### src/rtl/core/ipv4hb_pkg.sv
// Shared types and constants for the IPv4 transmit header builder.
`default_nettype none

package ipv4hb_pkg;

    localparam int BUFFER_BYTES = 1500;

    localparam logic [15:0] HDR_BYTES   = 16'd20;
    localparam logic [7:0]  VER_IHL     = 8'h45;
    localparam logic [7:0]  TTL_DEFAULT = 8'd64;

    localparam int IN_W      = 56;
    localparam int OUT_W     = 64;
    localparam int CFG_W     = 32;
    localparam int CFG_IDX_W = 2;
    localparam int SUM_W     = 20;

    localparam int QUEUE_DEPTH = 4;
    localparam int QPTR_W      = $clog2(QUEUE_DEPTH);

    typedef enum logic [CFG_IDX_W-1:0] {
        CFG_LOCAL_IP    = 2'd0,
        CFG_SUBNET_MASK = 2'd1,
        CFG_GATEWAY_IP  = 2'd2
    } t_cfg_idx;

    typedef enum logic [2:0] {
        W_VER_LEN  = 3'd0,
        W_IDENT    = 3'd1,
        W_TTL_CSUM = 3'd2,
        W_SRC      = 3'd3,
        W_DST      = 3'd4
    } t_word;

    typedef struct packed {
        logic [31:0] local_ip;
        logic [31:0] subnet_mask;
        logic [31:0] gateway_ip;
    } t_cfg;

    typedef struct packed {
        logic             err;
        logic [31:0]      next_hop;
        logic [15:0]      tot_len;
        logic [15:0]      ident;
        logic [7:0]       protocol;
        logic [SUM_W-1:0] sum;
        logic [31:0]      dst_ip;
    } t_req;

    typedef struct packed {
        logic full;
        logic empty;
    } t_q_stat;

endpackage

`default_nettype wire

### src/rtl/core/ipv4_tx_header_builder.sv
// Top level of the IPv4 transmit header builder: configuration registers and the two halves.
`default_nettype none

// Each accepted request comes out as five header words (version/length, identification,
// TTL/protocol/checksum, source, destination), each carrying the chosen next hop, the
// fifth marked with tlast; a request longer than the buffer comes out as a single word
// with tuser set, zero data and tlast. The word sequencer sets the output rate, while
// a four-entry queue lets the slave side keep taking requests meanwhile. A request taken
// into an empty block passes through the queue and the current-request register into
// the output register. Configuration
// writes must only be made while no request is in flight.
module ipv4_tx_header_builder
    import ipv4hb_pkg::*;
(
    input  wire logic                 i_clk,
    input  wire logic                 i_rst_n,
    input  wire logic                 i_s_axis_tvalid,
    output logic                      o_s_axis_tready,
    // [31:0] dst_ip, [39:32] protocol, [55:40] payload_len
    input  wire logic [IN_W-1:0]      i_s_axis_tdata,
    output logic                      o_m_axis_tvalid,
    input  wire logic                 i_m_axis_tready,
    // [31:0] next_hop, [63:32] header_word
    output logic [OUT_W-1:0]          o_m_axis_tdata,
    // [0] status
    output logic                      o_m_axis_tuser,
    output logic                      o_m_axis_tlast,
    input  wire logic                 i_cfg_wr_en,
    input  wire logic [CFG_IDX_W-1:0] i_cfg_index,
    input  wire logic [CFG_W-1:0]     i_cfg_wdata
);

    t_cfg    r_cfg;
    t_req    push_req;
    t_req    pop_req;
    t_q_stat q_stat;
    logic    push;
    logic    pop;

    always_ff @(posedge i_clk) begin
        if (!i_rst_n) begin
            r_cfg <= '0;
        end else if (i_cfg_wr_en) begin
            unique case (i_cfg_index)
                CFG_LOCAL_IP:    r_cfg.local_ip    <= i_cfg_wdata;
                CFG_SUBNET_MASK: r_cfg.subnet_mask <= i_cfg_wdata;
                CFG_GATEWAY_IP:  r_cfg.gateway_ip  <= i_cfg_wdata;
                default:         ;
            endcase
        end
    end

    ipv4hb_front u_front (
        .i_clk           (i_clk),
        .i_rst_n         (i_rst_n),
        .i_cfg           (r_cfg),
        .i_s_axis_tvalid (i_s_axis_tvalid),
        .o_s_axis_tready (o_s_axis_tready),
        .i_s_axis_tdata  (i_s_axis_tdata),
        .i_q_stat        (q_stat),
        .o_push          (push),
        .o_req           (push_req)
    );

    ipv4hb_queue u_queue (
        .i_clk       (i_clk),
        .i_rst_n     (i_rst_n),
        .i_push      (push),
        .i_push_data (push_req),
        .i_pop       (pop),
        .o_pop_data  (pop_req),
        .o_stat      (q_stat)
    );

    ipv4hb_back u_back (
        .i_clk           (i_clk),
        .i_rst_n         (i_rst_n),
        .i_local_ip      (r_cfg.local_ip),
        .i_q_stat        (q_stat),
        .i_q_data        (pop_req),
        .o_pop           (pop),
        .o_m_axis_tvalid (o_m_axis_tvalid),
        .i_m_axis_tready (i_m_axis_tready),
        .o_m_axis_tdata  (o_m_axis_tdata),
        .o_m_axis_tuser  (o_m_axis_tuser),
        .o_m_axis_tlast  (o_m_axis_tlast)
    );

endmodule

`default_nettype wire

### src/rtl/core/ipv4hb_front.sv
// Front end: takes requests, checks length, picks next hop, assigns identification.
`default_nettype none

module ipv4hb_front
    import ipv4hb_pkg::*;
(
    input  wire logic            i_clk,
    input  wire logic            i_rst_n,
    input  wire t_cfg            i_cfg,
    input  wire logic            i_s_axis_tvalid,
    output logic                 o_s_axis_tready,
    input  wire logic [IN_W-1:0] i_s_axis_tdata,
    input  wire t_q_stat         i_q_stat,
    output logic                 o_push,
    output t_req                 o_req
);

    logic [15:0] r_packet_id;
    logic [15:0] n_packet_id;
    logic [31:0] dst_ip;
    logic [7:0]  protocol;
    logic [15:0] payload_len;
    logic [16:0] total_wide;
    logic        too_long;
    logic        on_link;
    logic        accept;

    assign dst_ip      = i_s_axis_tdata[31:0];
    assign protocol    = i_s_axis_tdata[39:32];
    assign payload_len = i_s_axis_tdata[55:40];

    assign o_s_axis_tready = !i_q_stat.full;
    assign accept          = i_s_axis_tvalid && o_s_axis_tready;
    assign o_push          = accept;

    assign total_wide = {1'b0, payload_len} + {1'b0, HDR_BYTES};
    assign too_long   = total_wide > 17'(BUFFER_BYTES);
    assign on_link    = (dst_ip & i_cfg.subnet_mask) == (i_cfg.local_ip & i_cfg.subnet_mask);

    always_comb begin
        o_req.err      = too_long;
        o_req.next_hop = on_link ? dst_ip : i_cfg.gateway_ip;
        o_req.tot_len  = total_wide[15:0];
        o_req.ident    = r_packet_id;
        o_req.protocol = protocol;
        o_req.dst_ip   = dst_ip;
        // raw sum of the ten 16-bit header words, checksum field zero
        o_req.sum = SUM_W'({VER_IHL, 8'h00}) + SUM_W'({TTL_DEFAULT, 8'h00})
                  + SUM_W'(total_wide[15:0]) + SUM_W'(r_packet_id)
                  + SUM_W'(protocol)
                  + SUM_W'(i_cfg.local_ip[31:16]) + SUM_W'(i_cfg.local_ip[15:0])
                  + SUM_W'(dst_ip[31:16]) + SUM_W'(dst_ip[15:0]);
    end

    always_comb begin
        n_packet_id = r_packet_id;
        if (accept && !too_long) begin
            n_packet_id = r_packet_id + 16'd1;
        end
    end

    always_ff @(posedge i_clk) begin
        if (!i_rst_n) begin
            r_packet_id <= '0;
        end else begin
            r_packet_id <= n_packet_id;
        end
    end

endmodule

`default_nettype wire

### src/rtl/core/ipv4hb_queue.sv
// Short request queue between front end and word sequencer.
`default_nettype none

module ipv4hb_queue
    import ipv4hb_pkg::*;
(
    input  wire logic i_clk,
    input  wire logic i_rst_n,
    input  wire logic i_push,
    input  wire t_req i_push_data,
    input  wire logic i_pop,
    output t_req      o_pop_data,
    output t_q_stat   o_stat
);

    t_req              r_mem [QUEUE_DEPTH];
    logic [QPTR_W-1:0] r_wr_ptr;
    logic [QPTR_W-1:0] r_rd_ptr;
    logic [QPTR_W:0]   r_count;
    logic [QPTR_W-1:0] n_wr_ptr;
    logic [QPTR_W-1:0] n_rd_ptr;
    logic [QPTR_W:0]   n_count;

    assign o_pop_data   = r_mem[r_rd_ptr];
    assign o_stat.full  = r_count == (QPTR_W+1)'(QUEUE_DEPTH);
    assign o_stat.empty = r_count == '0;

    always_comb begin
        n_wr_ptr = r_wr_ptr;
        n_rd_ptr = r_rd_ptr;
        n_count  = r_count;
        if (i_push) begin
            n_wr_ptr = r_wr_ptr + QPTR_W'(1);
        end
        if (i_pop) begin
            n_rd_ptr = r_rd_ptr + QPTR_W'(1);
        end
        if (i_push && !i_pop) begin
            n_count = r_count + (QPTR_W+1)'(1);
        end else if (!i_push && i_pop) begin
            n_count = r_count - (QPTR_W+1)'(1);
        end
    end

    always_ff @(posedge i_clk) begin
        if (i_push) begin
            r_mem[r_wr_ptr] <= i_push_data;
        end
    end

    always_ff @(posedge i_clk) begin
        if (!i_rst_n) begin
            r_wr_ptr <= '0;
            r_rd_ptr <= '0;
            r_count  <= '0;
        end else begin
            r_wr_ptr <= n_wr_ptr;
            r_rd_ptr <= n_rd_ptr;
            r_count  <= n_count;
        end
    end

endmodule

`default_nettype wire

### src/rtl/core/ipv4hb_back.sv
// Back end: steps through the header words of each request into the output register.
`default_nettype none

module ipv4hb_back
    import ipv4hb_pkg::*;
(
    input  wire logic        i_clk,
    input  wire logic        i_rst_n,
    input  wire logic [31:0] i_local_ip,
    input  wire t_q_stat     i_q_stat,
    input  wire t_req        i_q_data,
    output logic             o_pop,
    output logic             o_m_axis_tvalid,
    input  wire logic        i_m_axis_tready,
    output logic [OUT_W-1:0] o_m_axis_tdata,
    output logic             o_m_axis_tuser,
    output logic             o_m_axis_tlast
);

    t_req             r_cur;
    logic             r_cur_valid;
    t_word            r_word;
    logic             r_out_valid;
    logic [OUT_W-1:0] r_out_data;
    logic             r_out_user;
    logic             r_out_last;

    logic        load;
    logic        emit;
    logic        cur_last;
    logic [16:0] fold1;
    logic [15:0] fold2;
    logic [15:0] csum;
    logic [31:0] hdr_word;

    assign load     = !r_out_valid || i_m_axis_tready;
    assign emit     = load && r_cur_valid;
    assign cur_last = r_cur.err || (r_word == W_DST);
    assign o_pop    = !i_q_stat.empty && (!r_cur_valid || (emit && cur_last));

    assign fold1 = {1'b0, r_cur.sum[15:0]} + 17'(r_cur.sum[SUM_W-1:16]);
    assign fold2 = fold1[15:0] + 16'(fold1[16]);
    assign csum  = ~fold2;

    always_comb begin
        unique case (r_word)
            W_VER_LEN:  hdr_word = {VER_IHL, 8'h00, r_cur.tot_len};
            W_IDENT:    hdr_word = {r_cur.ident, 16'h0000};
            W_TTL_CSUM: hdr_word = {TTL_DEFAULT, r_cur.protocol, csum};
            W_SRC:      hdr_word = i_local_ip;
            W_DST:      hdr_word = r_cur.dst_ip;
            default:    hdr_word = '0;
        endcase
    end

    always_ff @(posedge i_clk) begin
        if (o_pop) begin
            r_cur <= i_q_data;
        end
        if (emit) begin
            r_out_data <= r_cur.err ? '0 : {hdr_word, r_cur.next_hop};
            r_out_user <= r_cur.err;
            r_out_last <= cur_last;
        end
    end

    always_ff @(posedge i_clk) begin
        if (!i_rst_n) begin
            r_cur_valid <= 1'b0;
            r_word      <= W_VER_LEN;
            r_out_valid <= 1'b0;
        end else begin
            if (o_pop) begin
                r_cur_valid <= 1'b1;
                r_word      <= W_VER_LEN;
            end else if (emit) begin
                r_cur_valid <= !cur_last;
                r_word      <= t_word'(r_word + 3'd1);
            end
            if (emit) begin
                r_out_valid <= 1'b1;
            end else if (i_m_axis_tready) begin
                r_out_valid <= 1'b0;
            end
        end
    end

    assign o_m_axis_tvalid = r_out_valid;
    assign o_m_axis_tdata  = r_out_data;
    assign o_m_axis_tuser  = r_out_user;
    assign o_m_axis_tlast  = r_out_last;

endmodule

`default_nettype wire

### config.mk
export PLATFORM = sky130hd
export DESIGN_NAME = ipv4_tx_header_builder
export DESIGN_NICKNAME = d
export VERILOG_FILES = /design/src/rtl/core/ipv4hb_pkg.sv /design/src/rtl/core/ipv4_tx_header_builder.sv /design/src/rtl/core/ipv4hb_front.sv /design/src/rtl/core/ipv4hb_queue.sv /design/src/rtl/core/ipv4hb_back.sv
export SDC_FILE = /design/constraint.sdc
export NUM_CORES = 1
export LEC_CHECK = 0
export ABC_AREA = 0
export BUFFER_PORTS_ARGS = -buffer_cell sky130_fd_sc_hd__buf_2
export CORE_ASPECT_RATIO = 0.8
export CORE_MARGIN = 8
export CORE_UTILIZATION = 40
export CTS_CLUSTER_DIAMETER = 80
export CTS_CLUSTER_SIZE = 12
export DETAILED_ROUTE_END_ITERATION = 6
export GPL_ROUTABILITY_DRIVEN = 1
export PLACE_DENSITY = 0.66
export SLEW_MARGIN = 40
export SYNTH_ARGS = -nofsm -noshare
export SYNTH_HDL_FRONTEND = slang
export SYNTH_HIERARCHICAL = 1
export SYNTH_SLANG_ARGS = --single-unit
### constraint.sdc
create_clock -name i_clk -period 13.6 [get_ports i_clk]
set_input_delay 2.72 -clock i_clk [delete_from_list [all_inputs] [get_ports i_clk]]
set_output_delay 2.72 -clock i_clk [all_outputs]
set_load 0.05 [all_outputs]
==> impl_table.tex <==
\begin{tabular}{lr}
\hline
Metric & Value \\
\hline
\multicolumn{2}{l}{\textbf{Run status}} \\
Status & finished, final reports clean \\
\multicolumn{2}{l}{\textbf{Timing}} \\
Share of the clock period used by the worst path after layout & 55.8\% \\
Clock tree skew after final layout & 0.0241 ns \\
Count of endpoints failing hold in the final timing report & 0 \\
Relative slew margins & 44.2\% \\
Unrepaired setup endpoints after global routing & false \\
Final critical path time including I/O delays and setup & 7.59 ns \\
Timing-limited maximum frequency & 132 MHz \\
Number of max-slew violations in the final report & 0 \\
Post-route setup TNS & 0 ns \\
Setup-failing EPs final & 0 \\
Measured slew at the worst slew-check pin & 0.837 ns \\
\multicolumn{2}{l}{\textbf{Critical path}} \\
CP Class & input port to flip-flop \\
R2R cell count & 16 \\
Family with the most delay on the worst path & adder cells \\
Critical-path cell with the highest stage delay & xnor2\_1 \\
Capturing point of the worst reg2reg path & u\_queue/r\_mem[1][50] \\
Chain of cells forming the critical path & buf\_2 -> a21oi\_2 -> nor3\_1 -> xnor2\_1 -> fa\_1 -> fa\_1 -> inv\_1 -> fa\_1 -> inv\_1 -> fa\_1 -> ha\_1 -> and3\_1 -> and2\_1 -> a221o\_1 -> a21o\_1 -> o31ai\_1 -> o21ai\_0 -> a31o\_2 \\
Critical path launch point type & input port \\
Data required time of the critical path & 13.97 ns \\
Data arrival time at the worst-slack endpoint & 7.96 ns \\
Worst reg2reg path startpoint & r\_cfg[66] \\
Type of destination of the critical path & flip-flop \\
Maximum fanout encountered on the critical timing path & 7 \\
Most used cell along the critical path & fa\_1 \\
Combined buffer and inverter count along the critical path & 3 \\
Setup slack on the worst flop-to-flop path & 8.17 ns \\
CP max stage delay & 0.57 ns \\
\multicolumn{2}{l}{\textbf{Clocking}} \\
Hold buffers post-CTS & 0 \\
Clock transition at the register clock pins on the worst setup and hold paths after CTS & 0.06 ns \\
Root Driver & clkbuf\_16 \\
Setup Fix Bufs, Post-CTS & 0 \\
Clock latency on the worst-skew pair & 0.64 ns \\
Maximum level of the CTS H-tree & 3 \\
Bufs on Longest Clock Path & 3 \\
Clock tree from TritonCTS & yes \\
Quantity of gates resized following cts & 0 \\
Clock buffers created by TritonCTS & 78 \\
Num Clock Sinks & 817 \\
\multicolumn{2}{l}{\textbf{Drt}} \\
Vias & 19,300 \\
1st-pass router iterations & 7 \\
Remaining number of nets flagged by the antenna check after routing & 0 \\
Average detailed-routed wire length per instance & 25.8 um \\
Average via count per standard cell & 5.52 \\
Routed wire length & 90.1 mm \\
Post-route DRC violation count & 0 \\
Number of violations reported at the end of detailed-routing iteration 0 & 1,835 \\
\multicolumn{2}{l}{\textbf{Yosys}} \\
Main synth FF type & edfxtp\_1 \\
Most frequently used cell type in the post-synthesis netlist & edfxtp\_1 \\
Number of register bits inferred by synthesis & 817 \\
Number of different library cells in the post-synthesis netlist & 79 \\
Instance count of the mapped netlist & 2,157 \\
Mean area per synthesized cell & 16.3 um2 \\
Combined area of all synthesized cells & 35,200 um2 \\
Count of flip-flops with a built-in enable after synthesis & 691 \\
Leading post-synthesis cells by instance count & edfxtp\_1 (691), inv\_1 (184), nand2\_1 (170) \\
Top cell type's share of synthesized area & 58.9\% \\
Async set-reset flop share out of synthesis & 0\% \\
Main area contributors after synthesis & edfxtp\_1 (59\%), mux4\_2 (8.0\%), dfxtp\_1 (7.2\%) \\
Sequential area share after synthesis & 66.1\% \\
Post-synthesis cell type with the largest combined area & edfxtp\_1 \\
Warnings, synthesis & 6 \\
Net count of the mapped netlist & 2,372 \\
\multicolumn{2}{l}{\textbf{Hold path}} \\
Hold Path Class & flip-flop to flip-flop \\
End point of the most critical hold path & r\_cfg[1] \\
Cell count of the worst hold path & 2 \\
Hold Startpoint & r\_cfg[1] \\
\multicolumn{2}{l}{\textbf{Die}} \\
Initial cell density of the core & 40.3\% \\
Placement Rows & 97 \\
I/O pin cnt & 163 \\
Vert. Die Dim & 281 um \\
Area of the core region & 87,400 um2 \\
Die Area & 97,800 um2 \\
Horiz. Die Dim & 348 um \\
\multicolumn{2}{l}{\textbf{Cells and area}} \\
Area growth, synth to finish & 11.4\% \\
Fillcell total & 7,557 \\
Share of final-layout standard cells stronger than drive strength 1 & 21.2\% \\
Non-filler cells, final & 3,492 \\
Fin nets & 2,519 \\
\multicolumn{2}{l}{\textbf{GRT}} \\
Remaining Overflow, GRT & 0 \\
Initial antenna violation count & 13 \\
First-pass GRT wire length & 131 mm \\
Maximum number of pins on one net before global-route repair & 86 \\
Number of global-route vias before repair & 19,500 \\
GRT Total Usage & 18.0\% \\
\multicolumn{2}{l}{\textbf{Placement}} \\
Global placement routability congestion & 0.889 \\
Detailed placement HPWL & 60.1 mm \\
Cells after DPL & 3,360 \\
Count of buffers from port buffering & 162 \\
\multicolumn{2}{l}{\textbf{Pwr}} \\
Power per unit of standard cell area & 204 nW/um2 \\
Worst vdd rail ir drop & 0.113 mV \\
Total power draw & 8010 uW \\
Total leakage power & 0.0141 uW \\
\multicolumn{2}{l}{\textbf{Job}} \\
Max-Cap Viols & 0 \\
\hline
\end{tabular}
## worst min-delay path, stage by stage (launching register included)
cell and delay [ns]:
dfxtp_1 0.31, nand2_1 0.05, mux2i_1 0.05
## per-layer routing
layer	global-route usage, %	routed length, um	share of wire, %
met4	4.01	1950	2.2
met1	25.4	39000	43
met5	0	77	0.085
met2	28.2	41800	46
met3	4.62	7270	8.1
## how the worst max path moves through the flow
| stage | start | end | slack (ns) | cells after the start |
|---|---|---|---|---|
| after floorplan | i_m_axis_tready | u_queue/r_count[2] | 3.55 | 10 |
| after global placement | i_s_axis_tdata[42] | u_queue/r_mem[0][50] | 5.46 | 18 |
| after detailed placement | i_s_axis_tdata[42] | u_queue/r_mem[1][50] | 5.38 | 18 |
| after CTS | i_s_axis_tdata[42] | u_queue/r_mem[1][50] | 6.04 | 18 |
| after global routing | i_s_axis_tdata[42] | u_queue/r_mem[2][50] | 5.75 | 18 |
| final | i_s_axis_tdata[42] | u_queue/r_mem[1][50] | 6.01 | 18 |
## registers in the layout (all words and copies together) (netlist names), named ones only
name and flops:
r_cfg 96, u_back/o_m_axis_tdata 64, u_back/o_m_axis_tlast 1, u_back/o_m_axis_tuser 1
u_back/o_m_axis_tvalid 1, u_back/r_cur 125, u_back/r_cur_valid 1, u_back/r_word 3
u_front/r_packet_id 16, u_queue/r_count 3, u_queue/r_mem 500, u_queue/r_rd_ptr 2
u_queue/r_wr_ptr 2
## cell type report
cell class | count | area [um2] | share of cell area (%)
tap | 1138 | 1420 | 3.63
timing repair buffer | 197 | 1160 | 2.95
inverter | 185 | 694 | 1.77
multi-input combinational | 1025 | 10400 | 26.6
clock inverter | 7 | 108 | 0.274
antenna | 5 | 12.5 | 0.0319
clock buffer | 118 | 2140 | 5.46
sequential | 817 | 23300 | 59.3
## kinds of logic (layout without fill, tap and decap cells)
| kind of cell | Yosys count | count (layout) | share of synthesized area [%] |
|---|---|---|---|
| compound gates | 177 | 177 | 3.76 |
| buf+inv | 315 | 507 | 4.55 |
| flops | 817 | 817 | 66.1 |
| other cells | 1 | 6 | 0.0106 |
| simple gates | 360 | 360 | 5.06 |
| xor+xnor | 87 | 87 | 2.16 |
| fa+ha+maj | 120 | 120 | 5.80 |
| mux | 280 | 280 | 12.6 |
## power breakdown
group / switching, uW / total, uW / internal [uW]
registers: 217 / 3700 / 3480
clock network: 892 / 2010 / 1120
logic: 1480 / 2290 / 812
## cell usage in the layout, fill, tap and decap left out, types with 10 or more instances in the layout
master and instances:
clkbuf_1 38, edfxtp_1 691, mux4_2 125, mux2i_1 108, clkbuf_16 80, o21ai_0 20, inv_1 184, fa_1 72
buf_4 24, nand3_1 17, a222oi_1 13, nor2_1 45, buf_2 162, nand2_1 170, nor2b_1 38, ha_1 46
nand4_1 14, a21oi_1 28, xor2_1 52, xnor2_1 33, and3_1 10, dfxtp_1 124, a22oi_1 41, nor3_1 12
mux2_2 47
## stage by stage
stage,setup slack [ns],cell area [um2],utilization (%),hold slack [ns]
2_1_floorplan,3.55,35200,-,0.436
3_3_place_gp,5.46,36800,42.1,0.444
3_5_place_dp,5.38,36900,42.3,0.452
4_1_cts,6.04,39200,44.8,0.464
5_1_grt,5.75,39200,44.9,0.474
6_report,6.01,39200,44.9,0.460
Power figures use the tool's default switching activity.
